### config.mk
export PLATFORM = sky130hd
export DESIGN_NAME = rbs_front
export DESIGN_NICKNAME = d
export VERILOG_FILES = /design/src/hdl/rbs_pkg.sv /design/src/hdl/rbs_front.sv
export SDC_FILE = /design/constraint.sdc
export NUM_CORES = 1
export LEC_CHECK = 0
export ABC_AREA = 1
export BUFFER_PORTS_ARGS = -buffer_cell sky130_fd_sc_hd__buf_2
export CORE_MARGIN = 2
export CORE_UTILIZATION = 35
export CTS_CLUSTER_SIZE = 24
export DETAILED_ROUTE_END_ITERATION = 6
export GPL_TIMING_DRIVEN = 1
export PLACE_DENSITY_LB_ADDON = 0.25
export SYNTH_ARGS = -nofsm -noshare
export SYNTH_HDL_FRONTEND = slang
export SYNTH_SLANG_ARGS = --single-unit
### constraint.sdc
create_clock -name clk_i -period 2.85 [get_ports clk_i]
set_clock_uncertainty 0.2 [all_clocks]
set_input_delay 0.285 -clock clk_i [delete_from_list [all_inputs] [get_ports clk_i]]
set_output_delay 0.285 -clock clk_i [all_outputs]
set_load 0.02 [all_outputs]
### src/hdl/rbs_pkg.sv
// Shared types and constants of the roaring bitmap set.
`default_nettype none
package rbs_pkg;

  localparam int unsigned KeyW       = 16;
  localparam int unsigned LowW       = 16;
  localparam int unsigned TotalW     = 21;
  localparam int unsigned SizeW      = 17;
  localparam int unsigned DenseWords = 1024;
  localparam int unsigned WordW      = 64;
  localparam int unsigned QDepth     = 2;

  localparam logic [1:0] KindAdd   = 2'd0;
  localparam logic [1:0] KindTest  = 2'd1;
  localparam logic [1:0] KindClear = 2'd2;

  typedef enum logic [1:0] {
    OP_ADD,
    OP_TEST,
    OP_CLEAR,
    OP_NONE
  } op_e;

  typedef struct packed {
    op_e              op;
    logic [KeyW-1:0]  key;
    logic [LowW-1:0]  low;
  } item_t;

  typedef enum logic [3:0] {
    ST_IDLE,
    ST_SCAN,
    ST_DISP,
    ST_BS_RD,
    ST_BS_CMP,
    ST_CHK_CMP,
    ST_SHIFT,
    ST_INS,
    ST_CLR,
    ST_LOAD,
    ST_DN_RD,
    ST_DN_CMP,
    ST_OUT
  } state_e;

endpackage
`default_nettype wire

### src/hdl/rbs_front.sv
// Front end: takes items, decodes the kind, queues them for the engine.
`default_nettype none
module rbs_front (
  input  wire logic           clk_i,
  input  wire logic           rst_ni,
  input  wire logic           in_valid_i,
  output      logic           in_ready_o,
  input  wire logic [1:0]     kind_i,
  input  wire logic [31:0]    value_i,
  output      logic           item_valid_o,
  output      rbs_pkg::item_t item_o,
  input  wire logic           item_ready_i
);
  import rbs_pkg::*;

  item_t      q_mem_q [QDepth];
  logic       wptr_q, rptr_q;
  logic [1:0] cnt_q;
  item_t      dec;
  logic       push, pop;

  always_comb begin
    dec.key = value_i[31:16];
    dec.low = value_i[15:0];
    unique case (kind_i)
      KindAdd:   dec.op = OP_ADD;
      KindTest:  dec.op = OP_TEST;
      KindClear: dec.op = OP_CLEAR;
      default:   dec.op = OP_NONE;
    endcase
  end

  assign in_ready_o   = (cnt_q != 2'(QDepth));
  assign item_valid_o = (cnt_q != 2'd0);
  assign item_o       = q_mem_q[rptr_q];
  assign push         = in_valid_i && in_ready_o;
  assign pop          = item_valid_o && item_ready_i;

  always_ff @(posedge clk_i) begin
    if (push) begin
      q_mem_q[wptr_q] <= dec;
    end
  end

  always_ff @(posedge clk_i or negedge rst_ni) begin
    if (!rst_ni) begin
      wptr_q <= 1'b0;
      rptr_q <= 1'b0;
      cnt_q  <= 2'd0;
    end else begin
      if (push) wptr_q <= ~wptr_q;
      if (pop)  rptr_q <= ~rptr_q;
      if (push && !pop)      cnt_q <= cnt_q + 2'd1;
      else if (pop && !push) cnt_q <= cnt_q - 2'd1;
    end
  end
endmodule
`default_nettype wire

=== Yosys cells after proc, flatten, opt, wreduce, memory -nomap -nowiden ===
Memory sizes are Yosys's and may differ from the RTL's.
Cells that the tools add are included.

* Add/sub/neg operators: 2
* Multipliers: 0
* Div/mod/pow operators: 0
* Magnitude comparators: 0
* Equal/unequal tests: 3
* Shifts and indexed selects: 0
* Mux-type cells: 5
* Bitwise logic cells: 2
* Reductions and logical operators: 9

{| class="wikitable"
|+ Operators by type and width
! operator !! count
|-
| $pmux 2 s3 || 1
|-
| $logic_and 1x1->1 || 4
|-
| $mux 2 || 2
|-
| $reduce_bool 2->1 || 2
|-
| $add 2x1->2 const B || 1
|-
| $eq 2x1->1 const B || 1
|-
| $eq 2x2->1 const B || 1
|-
| $logic_not 1->1 || 2
|-
| $logic_not 2->1 || 1
|-
| $mux 1 || 2
|-
| $ne 2x2->1 const B || 1
|-
| $not 1->1 || 2
|-
| $sub 2x1->2 const B || 1
|}

* Flip-flop bits (word level): 4
* Latch bits: 0
* Bits in writable memories: 68
* Bits in read-only memories: 0
* Logic and storage cells: 25
* Memories kept: 1

{| class="wikitable"
|+ Memories
! memory !! words !! bits a word !! read ports !! clocked after Yosys merged registers in !! wr ports !! line !! text
|-
| q_mem_q || 2 || 34 || 1 || 0 || 1 || rbs_front.sv:16 || <nowiki>item_t q_mem_q [QDepth];</nowiki>
|}

=== Logic depth before layout (Yosys ltp) ===
* Depth after elaboration: 6
* Mapped depth: 10

=== Least setup slack after synthesis ===
No wires, ideal clock.

* Path kind: reg2reg
* Start: register cnt_q[0]
* End: memory q_mem_q[0][0] in the netlist's numbering (enable)
* Library setup time: 0.425 ns
* Arrival: 2.095 ns
* Slack: 0.130 ns
* Stages on the path, launching flop included: 5
* Path buffers: 0
* Cells stage by stage: dfrtp_1 > inv_2 > nand2_2 > nand2_2 > nor2_1

* Word-level cells in the longest chain between the ends: 4

{| class="wikitable"
|+ RTL lines
! item !! line !! text
|-
| from (decl) || rbs_front.sv:18 || <nowiki>logic [1:0] cnt_q;</nowiki>
|-
| from (signal assigned) || rbs_front.sv:53 || <nowiki>if (push && !pop) cnt_q <= cnt_q + 2'd1;</nowiki>
|-
| from (signal assigned) || rbs_front.sv:54 || <nowiki>else if (pop && !push) cnt_q <= cnt_q - 2'd1;</nowiki>
|-
| $ne 2x2->1 || rbs_front.sv:33 || <nowiki>assign in_ready_o = (cnt_q != 2'(QDepth));</nowiki>
|-
| via in_ready_o || rbs_front.sv:7 || <nowiki>output logic in_ready_o,</nowiki>
|-
| $logic_and 1x1->1 || rbs_front.sv:36 || <nowiki>assign push = in_valid_i && in_ready_o;</nowiki>
|-
| $mux 1 || rbs_front.sv:40 || <nowiki>if (push) begin</nowiki>
|-
| $mux 1 (not written as such) || rbs_front.sv:41 || <nowiki>q_mem_q[wptr_q] <= dec;</nowiki>
|-
| to (decl) || rbs_front.sv:16 ||
|}

The timed path passes the listed nets, and every way through them passes these cells.

==> run_results.csv <==
group,metric,value,unit
detailed_routing,ant_nets,0,
clock_network,cts_tree,"built",
pwr,p_leak,1.63,nW
synthesis,synth_simple_gate_area_share,17.2,%
die,dieArea,8640,sq um
setup_path,crit_type,"register to primary output",
sta,finalMaxSlewViolations,0,
setup_path,r2r_end,"q_mem_q[0][32]",
finish,design_area,3780,sq um
setup_path,cp-start-kind,"register",
synthesis,avgSynthCellArea,13.3,sq um
global_route,grt_pass1_vias,1856,
detailed_routing,first_iter_violations,96,
worst_hold_path,hp-class,"primary input to asynchronous set/reset pin",
pwr,p_per_area,992,nW/um^2
placed_design,place_area,3220,sq um
setup_path,endpoint_kind,"primary output",
setup_path,path_cells,"buf_4 -> nand2_1 -> nand2_1 -> buf_2",
synthesis,synth.distinct_cells,17,
clock_network,cts_buffers,9,
synthesis,synth_top_family_by_area,"simple AND/OR/NAND/NOR gates",
synthesis,synth-adder-area-share,0.452,%
detailed_routing,drtPass1Iterations,4,
setup_path,critPathMostFrequentCell,"nand2_1",
setup_path,path_max_fanout,14,
sta,worst_pin_slew,0.526,ns
die,start_util,36.0,%
clock_network,cts-root-buf,"clkbuf_8",
setup_path,critical_path_buf_inv_count,2,
synthesis,synth_xor_area_share,0.632,%
finish,nNetsFinal,362,
sta,fin_crit_sh,74.0,%
synthesis,synth_top_area_cell,"edfxtp_1",
synthesis,synthTopCellsByArea,"edfxtp_1, nand2_1, dfrtp_1",
run_status,outcome,"finished, final reports clean",
global_route,grt_pass1_wl,8.68,mm
setup_path,max_stage_delay,0.67,ns
global_route,antenna_found_initial,0,
placed_design,place.gp.congestion,0.667,
setup_path,crit_required,2.37,ns
synthesis,synth_compound_area_share,0,%
clock_network,insertion_delay,0.34,ns
synthesis,synthCells,208,
sta,timing.hold.ws,0.0826,ns
finish,utilization,49.1,%
sta,finalHoldViolCount,0,
placed_design,dp_cells,378,
detailed_routing,vias,1847,
die,core_area,7690,sq um
global_route,grt_start_max_net_pins,36,
die,die_x,93.0,um
synthesis,ys_seq_elements,72,
setup_path,slowest_stage,"dfrtp_1",
setup_path,cp_data_arrival_time,1.63,ns
placed_design,io_buffers,73,
finish,diodes,0,
clock_network,clkSinkCount,72,
finish,final_common_cell,"nand2_1",
sta,slew_headroom,64.9,%
global_route,grt-ovfl-total,0,
finish,layout.cells.most_common_list,"nand2_1, buf_2, edfxtp_1",
die,ios,74,
detailed_routing,via_per_inst,4.30,
finish,nFillCells,708,
detailed_routing,wl_per_cell,12.9,um
die,dieHeight,93.0,um
clock_network,cts_buffer_depth,2,
detailed_routing,wl,5.55,mm
sta,max_freq,474,MHz
placed_design,dp_hpwl,3.31,mm
setup_path,rr_worst_depth,5,
finish,stdcell_count,430,
die,num_rows,32,
detailed_routing,drc,0,
synthesis,synth.mux.area_fraction,0,%
clock_network,post_cts_buffers,0,
setup_path,reg2reg_from,"cnt_q[0]",
setup_path,cp_top_family,"flip-flops",
clock_network,cts.clk_slew.worst_paths,0.08,ns
clock_network,htreeDepth,3,
sta,rsz0062_at_grt,"no",
pwr,peakVddDrop,0.426,mV
sta,tns,0,ns
setup_path,reg2reg_slack,1.08,ns
clock_network,cts_resized,0,
synthesis,syn_area,2770,sq um
finish,area_growth,36.3,%
finish,final_layout_size_suffix_gt1_share,33.2,%
synthesis,synth_top_area_share,73.7,%
global_route,grt_use_total,13.6,%
sta,setup_viol,0,
synthesis,ys_warn_count,0,
synthesis,yosysSeqAreaShare,77.3,%
sta,fin_crit,2.11,ns
synthesis,syn_nets,247,
flow_run,maxCapViolations,0,
==> stage by stage <==
step                      setup WS (ns)  power [mW]
after global routing              0.607        3.98
after global placement             1.07        2.95
after detailed placement           1.06        2.96
after CTS                         0.689        3.80
final                             0.740        3.75
after floorplan                   0.130        2.55
==> power by group <==
part	internal (mW)	switching, mW
clock network	0.407	0.392
registers	1.45	0.104
logic	0.432	0.962
==> worst reg2reg max path: cells and delay by family, from the launching register on <==
family                 cells  cell delay [ns]
DFF                        1             0.39
and+or+nand+nor            3             0.31
buffers and inverters      2             0.51
==> per-layer routing <==
layer  part of all wire, %  up-vias  global-route usage [%]
met2                    50       64                    22.2
met5                     0        -                       0
li1                      -      918                       -
met3                   6.2        7                    4.64
met1                    43      858                    16.5
met4                   1.1        0                    5.76
==> sequential cells by signal (all words and copies together), names as in the netlist <==
register  flops
cnt_q         2
q_mem_q      68
wptr_q        1
rptr_q        1
==> layout make-up <==
cell class | count | area (sq um) | area share [%]
inverters | 7 | 33.8 | 0.895
well taps | 102 | 128 | 3.38
flip-flops and latches | 72 | 2140 | 56.7
repair buffers | 113 | 756 | 20.0
clock inverters | 6 | 67.6 | 1.79
multi-input cells | 120 | 522 | 13.8
clock buffers | 10 | 128 | 3.38
==> kinds of logic (layout without fill, tap and decap cells) <==
| logic type | count (synthesis) | count (layout) |
|---|---|---|
| buf+inv | 16 | 136 |
| flops | 72 | 72 |
| xor+xnor | 2 | 2 |
| simple gates | 117 | 117 |
| fa+ha+maj | 1 | 1 |
==> synth_stat cells <==
cell and n:
xor2_1 1, nand3_1 2, nand4_1 1, inv_8 1, buf_6 4, edfxtp_1 68
ha_1 1, nor2_1 2, inv_2 1, clkbuf_1 2, buf_12 1, nand2_1 99
xnor2_1 1, nand2_2 13, inv_1 5, buf_4 2, dfrtp_1 4
==> how the worst max path moves through the flow <==
stage              from        endpoint  slack [ns]  cells past startpoint
4_1_cts          rptr_q      item_o[12]        0.69                      4
2_1_floorplan  cnt_q[0]   q_mem_q[0][0]        0.13                      4
3_5_place_dp     rptr_q      item_o[12]        1.06                      4
5_1_grt          rptr_q       item_o[1]        0.61                      4
3_3_place_gp   cnt_q[0]  q_mem_q[0][27]        1.07                      5
6_report         rptr_q      item_o[12]        0.74                      4
==> timing repair <==
action	4_1_cts	5_1_grt
setup endpoints to repair	0	0
hold buffers	36	0
hold endpoints to repair	73	0
Note: power is estimated with default switching activity, not from simulation.
